File: src/design/pokt_pkg.sv
// package for the priority ordered key table
// field widths, operation and status codes, cell types; no dependencies
package pokt_pkg;

  localparam int OP_W   = 2;
  localparam int KEY_W  = 20;
  localparam int PRIO_W = 8;
  localparam int ST_W   = 2;
  localparam int OCC_W  = 5;

  localparam logic [OP_W-1:0] OP_INSERT = 2'd0;
  localparam logic [OP_W-1:0] OP_FIND   = 2'd1;
  localparam logic [OP_W-1:0] OP_REMOVE = 2'd2;

  localparam logic [ST_W-1:0] ST_OK   = 2'd0;
  localparam logic [ST_W-1:0] ST_FULL = 2'd1;
  localparam logic [ST_W-1:0] ST_MISS = 2'd2;

  // contents of one cell
  typedef struct packed {
    logic              vld;
    logic [KEY_W-1:0]  key;
    logic [PRIO_W-1:0] prio;
  } cell_data_t;

  // broadcast from the top level to every cell
  typedef struct packed {
    logic              ins;
    logic              rem;
    logic [KEY_W-1:0]  key;
    logic [PRIO_W-1:0] prio;
  } cell_ctrl_t;

endpackage

File: src/design/pokt_in_if.sv
// input channel of the priority ordered key table
// depends on pokt_pkg
interface pokt_in_if import pokt_pkg::*; ();
  logic              valid;
  logic              ready;
  logic [OP_W-1:0]   opcode;
  logic [KEY_W-1:0]  key;
  logic [PRIO_W-1:0] prio;

  modport source (output valid, output opcode, output key, output prio, input ready);
  modport sink (input valid, input opcode, input key, input prio, output ready);
endinterface

File: src/design/pokt_out_if.sv
// result channel of the priority ordered key table
// depends on pokt_pkg
interface pokt_out_if import pokt_pkg::*; ();
  logic              valid;
  logic              ready;
  logic [ST_W-1:0]   status;
  logic [PRIO_W-1:0] found_prio;
  logic [OCC_W-1:0]  occupancy;

  modport source (output valid, output status, output found_prio, output occupancy,
                  input ready);
  modport sink (input valid, input status, input found_prio, input occupancy,
                output ready);
endinterface

File: src/design/priority_ordered_key_table_top.sv
// top level of the priority ordered key table: chain of pokt_cell and result register
// depends on pokt_pkg, pokt_in_if, pokt_out_if, pokt_cell
//
//  channel | dir | fields                          | handshake
//  in_s    | in  | opcode, key, prio               | valid/ready
//  out_s   | out | status, found_prio, occupancy   | valid/ready
//
// one transaction per cycle while the result is not stalled: every cell compares
// against the item at once and the whole row shifts in the accepting cycle; the
// result is registered and appears in the cycle after acceptance
// the first-match chain through all CAPACITY cells sets the clock path
// reset (rst_n low, synchronous) empties the table and drops a pending result
// a stalled result holds in the output register; a new item is taken in the
// same cycle that register is emptied
module priority_ordered_key_table_top import pokt_pkg::*; #(
  parameter int CAPACITY = 16
) (
  input  logic        clk,
  input  logic        rst_n,
  pokt_in_if.sink     in_s,
  pokt_out_if.source  out_s
);

  localparam int CNT_W = $clog2(CAPACITY + 1);

  logic [CNT_W-1:0]  count_r;
  logic [CNT_W-1:0]  count_nxt;
  logic              out_vld_r;
  logic [ST_W-1:0]   status_r;
  logic [PRIO_W-1:0] fprio_r;
  logic [OCC_W-1:0]  occ_r;

  logic              accept;
  logic              full;
  logic              any_hit;
  cell_ctrl_t        ctl;
  logic [ST_W-1:0]   status_nxt;
  logic [PRIO_W-1:0] fprio_nxt;

  // chain wiring, one slot per cell plus the ends
  cell_data_t        cdata  [CAPACITY+1];
  logic              clt    [CAPACITY+1];
  logic              seen   [CAPACITY+1];
  logic [PRIO_W-1:0] hprio  [CAPACITY];
  logic [CAPACITY-1:0] cvld;
  logic [PRIO_W-1:0] hprio_or;

  // output register frees the input side as soon as it is taken
  assign in_s.ready = !out_vld_r || out_s.ready;
  assign accept     = in_s.valid && in_s.ready;
  assign full       = (count_r == CNT_W'(CAPACITY));

  assign ctl.ins  = accept && (in_s.opcode == OP_INSERT) && !full;
  assign ctl.rem  = accept && (in_s.opcode == OP_REMOVE);
  assign ctl.key  = in_s.key;
  assign ctl.prio = in_s.prio;

  // left end: nothing in front takes the new entry
  assign clt[0]   = 1'b0;
  assign seen[0]  = 1'b0;
  // right end: shifting left pulls in an empty slot
  assign cdata[CAPACITY] = '0;

  genvar gi;
  generate
    for (gi = 0; gi < CAPACITY; gi++) begin : g_cell
      cell_data_t left_d;
      if (gi == 0) begin : g_first
        assign left_d = '0;
      end else begin : g_rest
        assign left_d = cdata[gi-1];
      end

      pokt_cell u_cell (
        .clk        (clk),
        .rst_n      (rst_n),
        .ctl        (ctl),
        .left_data  (left_d),
        .left_lt    (clt[gi]),
        .right_data (cdata[gi+1]),
        .seen_in    (seen[gi]),
        .data       (cdata[gi]),
        .lt         (clt[gi+1]),
        .seen_out   (seen[gi+1]),
        .hit_prio   (hprio[gi])
      );

      assign cvld[gi] = cdata[gi].vld;
    end
  endgenerate

  assign any_hit = seen[CAPACITY];

  // only the first matching cell drives a nonzero priority
  always_comb begin
    hprio_or = '0;
    for (int i = 0; i < CAPACITY; i++) begin
      hprio_or = hprio_or | hprio[i];
    end
  end

  always_comb begin
    status_nxt = ST_OK;
    fprio_nxt  = '0;
    count_nxt  = count_r;
    unique case (in_s.opcode)
      OP_INSERT: begin
        if (full) begin
          status_nxt = ST_FULL;
        end else begin
          count_nxt = count_r + CNT_W'(1);
        end
      end
      OP_FIND: begin
        if (any_hit) begin
          fprio_nxt = hprio_or;
        end else begin
          status_nxt = ST_MISS;
        end
      end
      OP_REMOVE: begin
        if (any_hit) begin
          count_nxt = count_r - CNT_W'(1);
        end else begin
          status_nxt = ST_MISS;
        end
      end
      default: begin
        // unused opcode: no change, plain ok
      end
    endcase
  end

  always_ff @(posedge clk) begin
    if (!rst_n) begin
      count_r   <= '0;
      out_vld_r <= 1'b0;
    end else begin
      if (accept) begin
        count_r   <= count_nxt;
        out_vld_r <= 1'b1;
      end else if (out_s.ready) begin
        out_vld_r <= 1'b0;
      end
    end
  end

  // result payload
  always_ff @(posedge clk) begin
    if (accept) begin
      status_r <= status_nxt;
      fprio_r  <= fprio_nxt;
      occ_r    <= OCC_W'(count_nxt);
    end
  end

  assign out_s.valid      = out_vld_r;
  assign out_s.status     = status_r;
  assign out_s.found_prio = fprio_r;
  assign out_s.occupancy  = occ_r;

`ifndef ASSERT_OFF
  // occupied cells are exactly as many as the count says
  a_count_matches : assert property (@(posedge clk) disable iff (!rst_n)
    $countones(cvld) == int'(count_r))
    else $error("cell valid bits disagree with entry count");

  // occupied cells form a contiguous run from the front
  a_contiguous : assert property (@(posedge clk) disable iff (!rst_n)
    ((cvld & (cvld + CAPACITY'(1))) == '0))
    else $error("gap in occupied cells");

  // a dropped insert leaves the count unchanged
  a_full_hold : assert property (@(posedge clk) disable iff (!rst_n)
    (accept && (in_s.opcode == OP_INSERT) && full) |=> (count_r == $past(count_r)))
    else $error("insert into full table changed count");

  // a transaction that matches no entry reports priority zero
  a_miss_zero : assert property (@(posedge clk) disable iff (!rst_n)
    (accept && !any_hit) |=> (fprio_r == '0))
    else $error("nonzero priority on miss");
`endif

endmodule

File: src/design/pokt_cell.sv
// one cell of the sorted table: holds one entry, shifts with its neighbors
// depends on pokt_pkg
module pokt_cell import pokt_pkg::*; (
  input  logic              clk,
  input  logic              rst_n,
  input  cell_ctrl_t        ctl,
  input  cell_data_t        left_data,
  input  logic              left_lt,
  input  cell_data_t        right_data,
  input  logic              seen_in,
  output cell_data_t        data,
  output logic              lt,
  output logic              seen_out,
  output logic [PRIO_W-1:0] hit_prio
);

  cell_data_t data_r;
  cell_data_t data_nxt;
  logic       match;

  assign data     = data_r;
  // new priority goes in front of this cell
  assign lt       = !data_r.vld || (data_r.prio < ctl.prio);
  assign match    = data_r.vld && (data_r.key == ctl.key);
  assign seen_out = seen_in || match;
  assign hit_prio = (match && !seen_in) ? data_r.prio : '0;

  always_comb begin
    data_nxt = data_r;
    if (ctl.ins && lt) begin
      if (left_lt) begin
        data_nxt = left_data;
      end else begin
        data_nxt.vld  = 1'b1;
        data_nxt.key  = ctl.key;
        data_nxt.prio = ctl.prio;
      end
    end else if (ctl.rem && seen_out) begin
      data_nxt = right_data;
    end
  end

  always_ff @(posedge clk) begin
    data_r.key  <= data_nxt.key;
    data_r.prio <= data_nxt.prio;
    if (!rst_n) begin
      data_r.vld <= 1'b0;
    end else begin
      data_r.vld <= data_nxt.vld;
    end
  end

endmodule
File: src/flat_wrapper.sv
// flat-port wrapper written by rule: the top's interface ports become plain ports
module priority_ordered_key_table_top_flat import pokt_pkg::*;
#(
  parameter int CAPACITY = 16
)
  (clk, rst_n, in_s_valid, in_s_opcode, in_s_key, in_s_prio, in_s_ready, out_s_valid, out_s_status, out_s_found_prio, out_s_occupancy, out_s_ready);
  pokt_in_if in_s_i ();
  pokt_out_if out_s_i ();
  input  logic clk;
  input  logic rst_n;
  input wire logic [$bits(in_s_i.valid)-1:0] in_s_valid;
  input wire logic [$bits(in_s_i.opcode)-1:0] in_s_opcode;
  input wire logic [$bits(in_s_i.key)-1:0] in_s_key;
  input wire logic [$bits(in_s_i.prio)-1:0] in_s_prio;
  output wire logic [$bits(in_s_i.ready)-1:0] in_s_ready;
  output wire logic [$bits(out_s_i.valid)-1:0] out_s_valid;
  output wire logic [$bits(out_s_i.status)-1:0] out_s_status;
  output wire logic [$bits(out_s_i.found_prio)-1:0] out_s_found_prio;
  output wire logic [$bits(out_s_i.occupancy)-1:0] out_s_occupancy;
  input wire logic [$bits(out_s_i.ready)-1:0] out_s_ready;
  assign in_s_i.valid = in_s_valid;
  assign in_s_i.opcode = in_s_opcode;
  assign in_s_i.key = in_s_key;
  assign in_s_i.prio = in_s_prio;
  assign in_s_ready = in_s_i.ready;
  assign out_s_valid = out_s_i.valid;
  assign out_s_status = out_s_i.status;
  assign out_s_found_prio = out_s_i.found_prio;
  assign out_s_occupancy = out_s_i.occupancy;
  assign out_s_i.ready = out_s_ready;
  priority_ordered_key_table_top #(.CAPACITY(CAPACITY)) u_core (.clk(clk), .rst_n(rst_n), .in_s(in_s_i), .out_s(out_s_i));
endmodule
File: config.mk
export PLATFORM = sky130hd
export DESIGN_NAME = priority_ordered_key_table_top_flat
export DESIGN_NICKNAME = d
export VERILOG_FILES = /design/src/design/pokt_pkg.sv /design/src/design/pokt_in_if.sv /design/src/design/pokt_out_if.sv /design/src/design/priority_ordered_key_table_top.sv /design/src/design/pokt_cell.sv /design/src/flat_wrapper.sv
export SDC_FILE = /design/constraint.sdc
export NUM_CORES = 2
export LEC_CHECK = 0
export BUFFER_PORTS_ARGS = -buffer_cell sky130_fd_sc_hd__buf_2
export CAP_MARGIN = 10
export CORE_ASPECT_RATIO = 0.8
export CORE_MARGIN = 5
export CORE_UTILIZATION = 40
export DETAILED_ROUTE_END_ITERATION = 7
export SYNTH_ARGS = -nofsm -noshare
export SYNTH_HDL_FRONTEND = slang
export SYNTH_SLANG_ARGS = --single-unit
File: constraint.sdc
create_clock -name clk -period 5.25 [get_ports clk]
set_input_delay 1.05 -clock clk [delete_from_list [all_inputs] [get_ports clk]]
set_output_delay 1.05 -clock clk [all_outputs]
set_load 0.05 [all_outputs]
* Word-level counts from Yosys, hierarchy flattened *
Index checks and enable logic that the tools add are counted.

word-level totals
  register bits = 485
  input port bits = 34
  output and inout bits = 17
  logic and storage cells = 328

operators by class
  add/sub/neg operators = 2
  magnitude comparators = 16
  equal/unequal tests = 19
  mux-type cells = 71
  bitwise logic cells = 15
  reductions and logical operators = 152

operator list
  operator                                                               count
  29-bit two-way mux                                                     47
  20-bit equality test                                                   16
  8-bit less-than comparator                                             16
  8-bit two-way mux                                                      16
  8-bit OR                                                               15
  1-bit logical AND                                                      67
  2-bit nonzero test                                                     17
  1-bit logical NOT                                                      33
  1-bit logical OR                                                       32
  5-bit two-way mux                                                      2
  5-bit case mux with 2 select lines                                     1
  5-bit by 1-bit adder with 5-bit output, second input constant          1
  5-bit equality test, second input constant                             1
  5-bit by 1-bit subtractor with 5-bit output, second input constant     1
  2-bit case mux with 2 select lines                                     1
  1-bit two-way mux                                                      3
  2-bit by 1-bit equality test with 1-bit output, second input constant  1
  2-bit equality test, second input constant                             1
  2-bit logical NOT                                                      1
  2-bit two-way mux                                                      1
  2-bit AND reduction                                                    1
  2-bit OR reduction                                                     1

* Logic depth before layout (Yosys ltp) *
  word-level depth = 20
  depth in mapped cells = 13
  depth with buffers taken out = 11

* Cells and area by module *
A second synthesis with hierarchy kept.

unflattened totals
  cell total of the unflattened synthesis = 3186
  area, all modules = 33632.3 um^2

modules (own cells, without submodules)
  module                                     times used  cells each  area an instance (um^2)  seq. area each (um^2)
  pokt_cell at u_core.g_cell[14].u_cell ...  11          191         1993.2                   860.8
  pokt_cell at u_core.g_cell[0].u_cell ...   5           191         2074.5                   860.8
  priority_ordered_key_table_top             1           130         1335.0                   570.5

* Worst setup path before layout *
OpenSTA, ideal clock, no wires.

  path kind = input-to-reg
  from = input in_s_key[9]
  to = register u_core.g_cell[6].u_cell.data_r, in the netlist u_core.g_cell[6].u_cell.data[0] (enable)
  library setup time = 452 ps
  arrival = 5037 ps
  data required time = 4798 ps
  setup slack = -239 ps
  stages = 10
  path buffers = 3
  cell sequence = buf_6 -> xor2_2 -> or4_4 -> nor4_4 -> nand4_4 -> and3_4 -> buf_6 -> nor2b_1 -> buf_2 -> o21ai_0

on the way
  cells in the longest elaborated chain, start to end = 10
  elaborated cells between the ends (all ways) = 22
  classes of those cells = eq/ne (7); reduce/logical (15)

RTL lines
  element                                RTL line            source
  start: declaration                     flat_wrapper.sv:13  input wire logic [$bits(in_s_i.key)-1:0] in_s_key;
  20-bit equality test                   pokt_cell.sv:24     assign match = data_r.vld && (data_r.key == ctl.key);
  1-bit logical AND                      pokt_cell.sv:24
  1-bit logical OR (5 in a row)          pokt_cell.sv:25     assign seen_out = seen_in || match;
  1-bit logical OR *                     pokt_cell.sv:25
  1-bit logical AND *                    pokt_cell.sv:38     end else if (ctl.rem && seen_out) begin
  2-bit nonzero test (no source line) *  -
  end: declaration                       pokt_cell.sv:17     cell_data_t data_r;

Every way passes the cells marked *; elsewhere a longest branch is shown, timed or not.
A chain may end at the register's enable or synchronous reset.

* Worst setup path after layout *
  from = input in_s_key[15]
  to = register u_core.occ_r[3], in the netlist u_core.out_s.occupancy[3], data pin

on the way
  cells in the longest elaborated chain, start to end = 19
  elaborated cells between the ends (all ways) = 49
  classes of those cells = eq/ne (16); mux (2); reduce/logical (31)

RTL lines
  element                               RTL line                               source
  20-bit equality test                  pokt_cell.sv:24
  1-bit logical AND                     pokt_cell.sv:24
  1-bit logical OR (14 in a row)        pokt_cell.sv:25
  1-bit logical OR *                    pokt_cell.sv:25
  5-bit two-way mux *                   priority_ordered_key_table_top.sv:122  if (any_hit) begin
  5-bit case mux with 2 select lines *  priority_ordered_key_table_top.sv:106  unique case (in_s.opcode)
  net u_core.count_nxt[3]               priority_ordered_key_table_top.sv:27   logic [CNT_W-1:0] count_nxt;
  end signal: assignment                priority_ordered_key_table_top.sv:153  occ_r <= OCC_W'(count_nxt);
  end: declaration                      priority_ordered_key_table_top.sv:31   logic [OCC_W-1:0] occ_r;

The timed path passes the listed nets; every way through them passes the cells marked *.

==> results.md <==
* DRC viols at 0
* Commonest non-fill, non-tap cell in the layout: edfxtp_1
* Max VDD drop at 209.1 uV
* CP endpoint kind: register
* Sequential area share after synthesis at 0.4333
* Final worst setup slack at 1040 ps
* CP dominant cell by count: buf_4
* Syn_nets at 3439
* CTS buffer count at 57
* WP buf/inv at 3
* Hold_sp: u_core.out_s.valid
* Vert. Die Dim at 267.3 um
* Cells after Synth at 3287
* Critical path arrival at 4550 ps
* Period utilization at 0.8019
* Row count at 94
* Worst Hold Depth at 2
* Latest clock arrival within the worst-skew pair at 630 ps
* CP Max Fanout at 13
* Die area at 88640 sq um
* Max-slew violations at 0
* Clk buf depth at 3
* Total negative slack at 0 ps
* Initial Utilization at 0.4026
* CTS tree: done
* Hold buffer count at cts at 0
* CP Launch Type: input pin
* Final setup vio count at 0
* Outcome: finished clean
* Pwr per Cell Area at 272.2 nW/um^2
* Die span in x at 331.6 um
* EDFF count, synth at 463
* Final WL at 101100 um
* DR vias/cell at 5.880
* Initial DRC Count at 2994
* Worst-path clk slew at 60 ps
* Mapped Avg Cell Area at 10.07 sq um
* Cells on worst reg2reg path at 11
* Setup bufs post-CTS at 0
* First-pass GRT wire length at 155700 um
* Clock Tree Root: clkbuf_16
* Peak Freq at 237.5 MHz
* Crit Path Category: input pin to register
* H-tree Lvls at 2
* Clock skew at 33.73 ps
* Final critical-path required period at 4210 ps
* Routed Antenna Nets at 0
* Delay-heaviest family, CP: simple AND/OR/NAND/NOR gates
* Clock sink total at 485
* Yosys reg bits at 485
* Min Hold Slack at 540.7 ps
* Layout cell share with drive strength beyond 1 at 0.1012
* Worst R2R End: u_core.out_s.occupancy[4]
* Netlist cell types at 80
* Routability congestion estimate at 0.9219
* Slew @ Worst Pin at 1298 ps
* Critical path's slowest cell: a2111oi_2
* Hpwl dp at 76100 um
* Post-synth top area share at 0.4200
* DR pass1 iterations at 5
* Final hold vios at 0
* Pre-CTS setup slack at 439.6 ps
* Gr ovfl total at 0
* Synth area leader: edfxtp_1
* Async set-reset flop share out of synthesis at 0
* Worst path max stage delay at 590 ps
* Fill count at 7832
* Vias in the first global route at 24810
* Antenna violations before repair at 2
* Leak pwr at 12.59 nW
* Yosys Warn Count at 0
* RSZ-0062 raised after global routing: no
* Util after Layout at 0.4441
* I/O pin cnt at 51
* Core box area at 82210 sq um
* Port bufs at 50
* Nets at 3404
* Post-CTS Resized at 0
* Gr usage total at 0.2204
* HP Class: register to register
* Highest-count cells in the layout ignoring fill and taps: edfxtp_1 (463), nand2_1 (456), mux2i_1 (414)
* Layout area overhead at 10.31%
* Placed cell area at 34720 sq um
* Largest net degree at the start of global routing at 59
* Reg2reg setup slack at 1410 ps
* Routed via count at 25900
* Top post-synthesis cells by area: edfxtp_1 (42%), mux2i_1 (13%), xnor2_1 (6.5%)
* Slew HR at 0.1347
* Avg WL per Cell at 22.96 um
* Synth Cell Area at 33100 sq um
* Main synth FF type: edfxtp_1
* Hold Path Sink: u_core.out_s.valid
* Worst path cell trace: buf_2, buf_4, buf_4, xnor2_1, nand2_1, or3b_2, nor4_1, nand3_1, o41a_1, a2111oi_2, o211ai_1
* CP required at 5590 ps
* Fin area at 36510 sq um
* Max_cap viols at 0
* Critical register-to-register path startpoint: u_core.g_cell[7].u_cell.data[22]
worst register-to-register path, cell delays in order (launching register included):
cell	delay, ps
edfxtp_1	510
xnor2_1	210
nand4_1	130
or4_1	130
nor3_1	70
buf_4	190
or4b_1	680
nor4_2	770
nand4_1	310
buf_4	240
a311oi_1	250
a31oi_1	60
final cells by class:
type	instances	area, sq um	share of cell area
multi-input combinational	2507	17770	0.4868
clock inverter	21	152.6	0.004181
clock buffer	85	1622	0.04441
inverter	49	183.9	0.005037
sequential	485	14340	0.3928
timing repair buffer	152	1054	0.02885
antenna	1	2.502	0.00006853
tap	1104	1381	0.03783
synth_stat cells (28+ instances only):
master      n
a21oi_1    89
clkbuf_1  148
edfxtp_1  463
nor2_1    130
nor4_1     40
xnor2_1   246
buf_2      30
nand3_1    50
a21o_1     52
inv_1      47
mux2i_1   414
o21ai_0   387
xor2_1     77
nand4_1   108
ha_1      118
buf_4      33
buf_1      28
nand2_1   457
how the worst max path moves through the flow:
stage,startpoint,depth (start not counted),to
CTS,in_s_prio[1],11,u_core.g_cell[5].u_cell.data[15]
floorplan,in_s_key[9],8,u_core.g_cell[2].u_cell.data[0]
global placement,in_s_prio[1],11,u_core.g_cell[4].u_cell.data[18]
global route,in_s_prio[1],11,u_core.g_cell[7].u_cell.data[24]
finish,in_s_key[15],11,u_core.out_s.occupancy[3]
detailed placement,in_s_prio[1],11,u_core.g_cell[5].u_cell.data[18]
cell families (layout without fill, tap and decap cells):
| logic type | after synthesis | in the layout | share of synthesized area |
|---|---|---|---|
| xor+xnor | 330 | 330 | 0.08890 |
| simple gates | 914 | 914 | 0.1332 |
| mux | 439 | 439 | 0.1337 |
| compound gates | 706 | 706 | 0.1264 |
| buf+inv | 295 | 307 | 0.03992 |
| other cells | 0 | 1 | 0 |
| flops | 485 | 485 | 0.4333 |
| fa+ha+maj | 118 | 118 | 0.04460 |
report_power, final:
| part | total [W] | internal [W] | switching, W | leakage, nW |
|---|---|---|---|---|
| combinational | 0.00143 | 0.000506 | 0.000928 | 7.27 |
| clock | 0.00388 | 0.00218 | 0.00170 | 0.856 |
| sequential | 0.00463 | 0.00445 | 0.000177 | 4.46 |
stage by stage:
stage | cells | total power, W
floorplan | 3287 | 0.005636
global placement | 4296 | 0.006077
detailed placement | 4296 | 0.006100
CTS | 4402 | 0.009993
global route | 4403 | 0.01034
finish | 4404 | 0.009937
state kept, by name (all words and copies together), names as in the netlist:
name	cells
u_core.count_r	5
u_core.g_cell.u_cell.data	464
u_core.out_s.found_prio	8
u_core.out_s.occupancy	5
u_core.out_s.status	2
u_core.out_s.valid	1
per-layer routing:
layer,vias up,wire (um),global-route usage
li1,12030,-,-
met1,12820,49640,0.3476
met2,961,41300,0.3127
met3,85,8748,0.04761
met4,2,1399,0.03606
met5,-,13,0
Note: power is estimated with default switching activity, not from simulation.
